===== src/hw/rtl/utt_pkg.sv =====
// shared types and constants of the utf-8 to utf-16 transcoder
package utt_pkg;

    localparam logic [15:0] REPLACEMENT = 16'hFFFD;
    localparam logic [15:0] HI_SURR     = 16'hD800;
    localparam logic [15:0] LO_SURR     = 16'hDC00;
    localparam int unsigned MAX_UNITS   = 4;

    // all units caused by one input byte
    typedef struct packed {
        logic [MAX_UNITS-1:0][15:0] units;
        logic [2:0]                 count;
        logic                       eot;
    } t_run;

endpackage


===== src/hw/rtl/utt_decode.sv =====
// sequence state and per-byte decode into a run of code units
module utt_decode (
    input  logic          i_clk,
    input  logic          i_rst_n,
    input  logic          i_accept,
    input  logic [7:0]    i_data_byte,
    input  logic          i_end_of_text,
    output utt_pkg::t_run o_run
);
    import utt_pkg::*;

    logic [7:0] r_lead, n_lead;
    logic [1:0] r_held, n_held;
    logic [1:0] r_needed, n_needed;
    logic [5:0] r_tail0, n_tail0;
    logic [5:0] r_tail1, n_tail1;

    logic [5:0]  last6;
    logic [10:0] cp2;
    logic [15:0] cp3;
    logic [20:0] cp4;
    logic [19:0] cp4_off;
    logic        bad2, bad3, bad4;
    logic        is_cont;

    // candidate code points for each sequence length
    assign last6   = i_data_byte[5:0];
    assign is_cont = (i_data_byte[7:6] == 2'b10);
    assign cp2     = {r_lead[4:0], last6};
    assign cp3     = {r_lead[3:0], r_tail0, last6};
    assign cp4     = {r_lead[2:0], r_tail0, r_tail1, last6};
    assign cp4_off = cp4[19:0] - 20'h10000;
    assign bad2    = (cp2[10:7] == 4'd0);
    assign bad3    = (cp3[15:11] == 5'd0) || (cp3[15:11] == 5'b11011);
    assign bad4    = (cp4[20:16] == 5'd0) || (cp4[20] && (cp4[19:16] != 4'd0));

    // next state and run of units
    always_comb begin
        n_lead   = r_lead;
        n_held   = r_held;
        n_needed = r_needed;
        n_tail0  = r_tail0;
        n_tail1  = r_tail1;
        o_run.units = {MAX_UNITS{REPLACEMENT}};
        o_run.count = 3'd0;
        o_run.eot   = i_end_of_text;

        if ((r_held != 2'd0) && (r_needed != 2'd0) && is_cont) begin
            if (r_held >= r_needed) begin
                // sequence complete
                n_lead   = 8'h00;
                n_held   = 2'd0;
                n_needed = 2'd0;
                o_run.count = 3'd1;
                case (r_needed)
                    2'd1: begin
                        if (!bad2) o_run.units[0] = {5'd0, cp2};
                    end
                    2'd2: begin
                        if (!bad3) o_run.units[0] = cp3;
                    end
                    default: begin
                        if (!bad4) begin
                            o_run.units[0] = HI_SURR | {6'd0, cp4_off[19:10]};
                            o_run.units[1] = LO_SURR | {6'd0, cp4_off[9:0]};
                            o_run.count    = 3'd2;
                        end
                    end
                endcase
            end else begin
                // hold another continuation byte
                if (r_held == 2'd1) n_tail0 = last6;
                else                n_tail1 = last6;
                n_held = r_held + 2'd1;
            end
        end else begin
            // flush whatever is open, then start from this byte
            o_run.count = {1'b0, r_held};
            n_lead   = 8'h00;
            n_held   = 2'd0;
            n_needed = 2'd0;
            if (!i_data_byte[7]) begin
                o_run.units[r_held] = {8'h00, i_data_byte};
                o_run.count = o_run.count + 3'd1;
            end else if (i_data_byte[7:5] == 3'b110) begin
                n_lead = i_data_byte; n_held = 2'd1; n_needed = 2'd1;
            end else if (i_data_byte[7:4] == 4'b1110) begin
                n_lead = i_data_byte; n_held = 2'd1; n_needed = 2'd2;
            end else if (i_data_byte[7:3] == 5'b11110) begin
                n_lead = i_data_byte; n_held = 2'd1; n_needed = 2'd3;
            end else begin
                o_run.count = o_run.count + 3'd1;
            end
        end

        // end of text flushes an open sequence
        if (i_end_of_text) begin
            o_run.count = o_run.count + {1'b0, n_held};
            n_lead   = 8'h00;
            n_held   = 2'd0;
            n_needed = 2'd0;
        end
    end

    // sequence state registers
    always_ff @(posedge i_clk) begin
        if (!i_rst_n) begin
            r_lead   <= 8'h00;
            r_held   <= 2'd0;
            r_needed <= 2'd0;
        end else if (i_accept) begin
            r_lead   <= n_lead;
            r_held   <= n_held;
            r_needed <= n_needed;
        end
    end

    // held continuation payloads
    always_ff @(posedge i_clk) begin
        if (i_accept) begin
            r_tail0 <= n_tail0;
            r_tail1 <= n_tail1;
        end
    end

endmodule


===== src/hw/rtl/utf8_to_utf16_transcoder.sv =====
// top level of the utf-8 to utf-16 transcoder
// Takes one UTF-8 byte per beat and returns UTF-16 code units, one per beat, with
// malformed input replaced by U+FFFD. A byte is decoded in the cycle it is taken
// and all units it causes (zero to four) go as one run into a two-run queue; the
// output side drains the queue one unit per cycle while i_ready is high. Bytes
// enter at one per cycle while each causes at most one unit and i_ready stays
// high; input stalls only when both queue slots hold runs.
module utf8_to_utf16_transcoder (
    input  logic        i_clk,
    input  logic        i_rst_n,
    input  logic        i_valid,
    output logic        o_ready,
    input  logic [7:0]  i_data_byte,
    input  logic        i_end_of_text,
    output logic        o_valid,
    input  logic        i_ready,
    output logic [15:0] o_code_unit,
    output logic        o_last_of_run,
    output logic        o_text_done
);
    import utt_pkg::*;

    t_run       run;
    t_run       r_q [2];
    logic       r_wr, r_rd;
    logic [1:0] r_fill, n_fill;
    logic [1:0] r_idx;
    logic       accept, enq, deq, out_beat, last;
    t_run       head;

    assign o_ready  = (r_fill != 2'd2);
    assign accept   = i_valid && o_ready;
    assign enq      = accept && (run.count != 3'd0);
    assign head     = r_q[r_rd];
    assign o_valid  = (r_fill != 2'd0);
    assign out_beat = o_valid && i_ready;
    assign last     = ({1'b0, r_idx} == head.count - 3'd1);
    assign deq      = out_beat && last;

    utt_decode u_decode (
        .i_clk         (i_clk),
        .i_rst_n       (i_rst_n),
        .i_accept      (accept),
        .i_data_byte   (i_data_byte),
        .i_end_of_text (i_end_of_text),
        .o_run         (run)
    );

    // output unit selection
    assign o_code_unit   = head.units[r_idx];
    assign o_last_of_run = last;
    assign o_text_done   = last && head.eot;

    // queue fill count
    always_comb begin
        n_fill = r_fill;
        if (enq && !deq)      n_fill = r_fill + 2'd1;
        else if (!enq && deq) n_fill = r_fill - 2'd1;
    end

    // queue pointers and unit index
    always_ff @(posedge i_clk) begin
        if (!i_rst_n) begin
            r_wr   <= 1'b0;
            r_rd   <= 1'b0;
            r_fill <= 2'd0;
            r_idx  <= 2'd0;
        end else begin
            r_fill <= n_fill;
            if (enq) r_wr <= ~r_wr;
            if (deq) begin
                r_rd  <= ~r_rd;
                r_idx <= 2'd0;
            end else if (out_beat) begin
                r_idx <= r_idx + 2'd1;
            end
        end
    end

    // queue storage
    always_ff @(posedge i_clk) begin
        if (enq) r_q[r_wr] <= run;
    end

endmodule


===== config.mk =====
export PLATFORM = sky130hd
export DESIGN_NAME = utf8_to_utf16_transcoder
export DESIGN_NICKNAME = d
export VERILOG_FILES = /design/src/hw/rtl/utt_pkg.sv /design/src/hw/rtl/utt_decode.sv /design/src/hw/rtl/utf8_to_utf16_transcoder.sv
export SDC_FILE = /design/constraint.sdc
export NUM_CORES = 1
export LEC_CHECK = 0
export ABC_AREA = 1
export ABC_CLOCK_PERIOD_IN_PS = 6450
export BUFFER_PORTS_ARGS = -buffer_cell sky130_fd_sc_hd__buf_2
export CAP_MARGIN = 10
export CELL_PAD_IN_SITES_DETAIL_PLACEMENT = 0
export CELL_PAD_IN_SITES_GLOBAL_PLACEMENT = 1
export CORE_MARGIN = 2
export CORE_UTILIZATION = 48
export DETAILED_ROUTE_END_ITERATION = 12
export PLACE_DENSITY = 0.87
export SYNTH_ARGS = -nofsm -noshare
export SYNTH_HDL_FRONTEND = slang
export SYNTH_SLANG_ARGS = --single-unit

===== constraint.sdc =====
create_clock -name i_clk -period 6.45 [get_ports i_clk]
set_clock_uncertainty 0.1 [all_clocks]
set_input_delay 1.29 -clock i_clk [delete_from_list [all_inputs] [get_ports i_clk]]
set_output_delay 1.29 -clock i_clk [all_outputs]
set_load 0.02 [all_outputs]

## Word level (Yosys, flattened, before mapping)

Memory sizes are Yosys's and may differ from the RTL's. A register that Yosys moved wholly into a read port is not among the register bits.
Index checks and enable logic that the tools add are counted.

- Memories: 1
- Word-level logic and storage cells: 116
- Output and inout bits: 20
- Bits in writable memories: 136
- Flip-flop bits (word level): 27

- Add/subtract/negate cells: 8
- Reductions and logical operators: 29
- Bitwise logic cells: 8
- Muxes and demuxes: 46
- $lt $le $gt $ge: 4
- Eq/ne operators: 11

Memory list:

| name | depth | bits a word | read ports | clocked after memory_dff | wr ports | line | source |
|---|---|---|---|---|---|---|---|
| r_q | 2 | 68 | 1 | 1 | 1 | utf8_to_utf16_transcoder.sv:24 | `t_run r_q [2];` |

Operators with widths:

| kind | number |
|---|---|
| 2-to-1 mux 35 bit | 2 |
| 2-to-1 mux 16 bit | 4 |
| 2-to-1 mux 64 bit | 1 |
| NOT 60 bit | 1 |
| bitwise OR 52 x 60 -> 60 bit | 1 |
| 2-to-1 mux 5 bit | 7 |
| 2-to-1 mux 33 bit | 1 |
| binary-select mux 16 bit (select 2 bit) | 1 |
| demux 16 bit (select 2 bit) | 1 |
| 2-to-1 mux 32 bit | 1 |
| case mux 16 bit (2 select lines) | 1 |
| 2-to-1 mux 2 bit | 15 |
| subtractor 20 x 17 -> 20 bit (second input constant) | 1 |
| 2-to-1 mux 3 bit | 6 |
| 2-to-1 mux 14 bit | 1 |
| logical AND 1 bit | 11 |
| == test 5 bit (second input constant) | 2 |
| zero test 5 bit | 2 |
| AND reduction 4 bit | 2 |
| nonzero test 2 bit | 4 |
| adder 2 x 1 -> 2 bit (second input constant) | 3 |
| < comparator 2 x 3 -> 1 bit (second input constant) | 2 |
| 2-to-1 mux 1 bit | 5 |
| NOT 1 bit | 5 |
| other kinds (21) | 26 |

## Longest topological paths before layout

- Depth after elaboration: 16
- Gate-level depth with buffers: 24

## Modules after synthesis

A second synthesis with hierarchy kept.

- Cell total of the unflattened synthesis: 783
- Area, all modules: 7861.3 µm²

Modules (own cells, without submodules):

| module | cells an instance | times used | area an instance (µm²) |
|---|---|---|---|
| utf8_to_utf16_transcoder | 458 | 1 | 5745.5 |
| utt_decode | 325 | 1 | 2115.8 |

## Least setup slack after synthesis

No wires, ideal clock.

- Path type: input to register
- Start: input port i_data_byte[6]
- End: memory r_q[0][0] (netlist bit) (enable)
- Buffers on the path: 2
- Stages on the path: 14
- Arrival: 5.077 ns
- Setup slack: 0.820 ns
- Cell sequence: inv_2 > nand2_2 > nor2_4 > buf_2 > buf_2 > nand3_1 > fa_1 > or2_0 > o21bai_1 > nand2_1 > a21oi_2 > nand2_2 > nand2_1 > nor2_1

RTL lines:

| item | line | source |
|---|---|---|
| from (decl) | utf8_to_utf16_transcoder.sv:13 | `input logic [7:0] i_data_byte,` |
| to (decl) | utf8_to_utf16_transcoder.sv:24 |  |

==> flow_summary.yaml <==
detailed_routing:
  drtPass1Iterations: 5
  avgViaCountPerCell: 5.47
  drc_errors: 0
  wire_per_inst_um: 17.5
  drtIter0Drc: 447
  wirelength_um: 14200
  final_antenna_net_count: 0
  vias: 4423
floorplan:
  num_rows: 40
  die-width_um: 115
  initial_core_util: 0.493
  die_h_um: 115
  die-area_um2: 13300
  core_um2: 12100
  io_pins: 33
clocking:
  numCtsBuffers: 17
  cts.sinks: 124
  cts_resized: 0
  hold_buffers: 0
  cts_max_path_buffers: 2
  cts_tree: "yes"
  cts_max_level: 4
  postCtsSetupBuffers: 0
  insertion_delay_ns: 0.41
  ctsRootBufferMaster: "clkbuf_16"
  clk_pin_slew_ns: 0.06
yosys:
  synth-async-reset-ratio: 0
  yosysWarningCount: 0
  synth-seq-cells: 124
  ys_types: 46
  synth_area_leaders: "edfxtp_1 (55%), nand2_1 (7.3%), o21ai_0 (6.1%), dfxtp_1 (5.4%), nor2_1 (5.1%)"
  avgSynthCellArea_um2: 9.99
  syn_inst: 595
  synth_area_um2: 5940
  synth_top_area_cell: "edfxtp_1"
  yosysSeqAreaShare: 0.600
  synth-edff-count: 108
  synthesis.nets: 622
  yosysTopAreaCellShare: 0.546
  synth-main-ff-cell: "edfxtp_1"
global_route:
  grt_pass1_vias: 4217
  grt_max_degree: 49
  antenna_found_initial: 0
  grt_usage: 0.227
  grt.overflow.total: 0
  grt_pass1_wl_um: 22400
place:
  globalplace.congestion: 0.892
  port-buffer-count: 32
  dp_hpwl_um: 9520
  dp_slack_ns: 1.10
setup_path:
  cp.required_ns: 6.47
  cp_slowest_cell: "clkinv_1"
  worstSetupEndpointType: "flip-flop"
  crit_type: "in -> reg"
  start_kind: "primary input"
  max_stage_delay_ns: 0.61
  cp_cell_sequence: "buf_2, inv_2, nand2_2, nor2_4, inv_2, nand2_1, nand2_1, inv_1, ha_1, inv_1, fa_1, or2_0, nand4_1, nand2_1, a21oi_2, nand2_2, nand3_2, clkinv_1, buf_4"
  cp_max_fo: 27
  ff2ff_setup_slack_ns: 1.70
  critPathMostFrequentCell: "nand2_1"
  crit_arrival_ns: 4.98
timing:
  period_needed_ns: 4.96
  hold_violations: 0
  fin_tns_setup_ns: 0
  fmax_mhz: 202
  min_period_over_period: 0.769
  relSlewSlack: 0.463
  rsz0062_at_grt: "false"
  worst_pin_slew_ns: 0.803
  setup_slack_ns: 1.49
  finalSetupViolations: 0
  finalMaxSlewViolations: 0
status:
  status: "complete, no violations"
power_and_ir_drop:
  p_int_mw: 1.60
  combinationalPowerShare: 0.204
  seqPwrFrac: 0.416
  clkPwrFrac: 0.379
  leakagePower_nw: 2.46
  p_switching_uw: 697
  powerDensity_nw_per_um2: 338
  switching_share: 0.303
  irDropWorstVdd_v: 0.000198
layout:
  nets: 654
  syn_to_final_growth_pct: 14.4
  final_common_cell: "nand2_1"
  layout-drive-gt1-share: 0.148
  final_cell_mix: "nand2_1 (116), edfxtp_1 (108), nor2_1 (79)"
  diodes: 0
hold_path:
  holdCritPathClass: "reg -> reg"
flow_run:
  maxCapViolCount: 0
-- stage by stage --
step / instance area (um2) / power (mW) / std cells / utilization / hold slack (ns)
floorplan: 5940 / 1.30 / 595 / - / 0.358
global placement: 6250 / 1.43 / 776 / 0.518 / 0.372
detailed placement: 6250 / 1.44 / 776 / 0.518 / 0.393
CTS: 6800 / 2.31 / 808 / 0.564 / 0.400
global route: 6800 / 2.40 / 808 / 0.564 / 0.430
finish: 6800 / 2.30 / 808 / 0.564 / 0.400
-- path summary, 6_finish.rpt --
| check | start | to | cells after the start |
|---|---|---|---|
| setup reg to reg | u_decode.r_held[0] | r_q[1][42] | 20 |
| setup / recovery | i_data_byte[6] | r_q[1][42] | 19 |
| hold reg to reg | u_decode.r_lead[4] | u_decode.r_lead[4] | 2 |
| hold / removal | u_decode.r_lead[4] | u_decode.r_lead[4] | 2 |
-- Yosys cell counts (3+ instances only) --
master and number:
nor3_1 4, a221o_1 4, buf_2 4, nand3_1 9, buf_1 4, nand2_1 116
dfxtp_1 16, nand2_2 4, xor2_1 5, nand3_2 5, nand4_1 3, edfxtp_1 108
xnor2_1 3, clkbuf_1 13, o22ai_1 8, nor2_1 80, inv_1 44, inv_2 8
o21ai_0 72, ha_1 13, a21oi_1 27, o211ai_1 5, a31oi_1 11
-- per-layer routing --
metal  GRT usage  vias up  share of wire
li1            -     2145              -
met1       0.303     2065           0.43
met2       0.362      187           0.48
met3      0.0548       26          0.072
met4      0.0884        0          0.020
met5           0        -              0
-- worst max-delay path: cells and delay by family --
kind,cells,cell delay (ns)
AO/OA/AOI/OAI,1,0.13
adder cells (fa/ha/maj),2,0.49
buffers and inverters,7,1.73
AND/OR/NAND/NOR,9,1.33
-- cell type report --
cell class,count,area (um2)
inverter,53,199
timing repair buffer,36,190
tap,168,210
multi-input combinational,395,2080
clock buffer,17,425
sequential,124,3560
fill,1017,5260
clock inverter,15,126
-- registers in the layout, indices dropped and copies added, names as in the netlist, 2 cells and up, named ones only --
register and count:
u_decode.r_tail0 6, u_decode.r_held 2, r_fill 2, r_idx 2, u_decode.r_lead 5, r_q 96
u_decode.r_needed 2, u_decode.r_tail1 6
-- cell families after synthesis --
kind of cell / share of synthesized area
AO/OA/AOI/OAI: 0.139
XOR/XNOR: 0.0118
adder cells (fa/ha/maj): 0.0307
buffers and inverters: 0.0507
flip-flops: 0.600
multiplexers: 0.00168
AND/OR/NAND/NOR: 0.166
-- power groups by stage --
stage / combinational (mW) / clock, mW / sequential (mW)
2_1_floorplan: 0.331 / 0 / 0.969
3_3_place_gp: 0.458 / 0 / 0.971
3_5_place_dp: 0.466 / 0 / 0.972
4_1_cts: 0.469 / 0.882 / 0.956
5_1_grt: 0.517 / 0.919 / 0.960
6_report: 0.469 / 0.872 / 0.956
(Power assumes the default switching activity.)
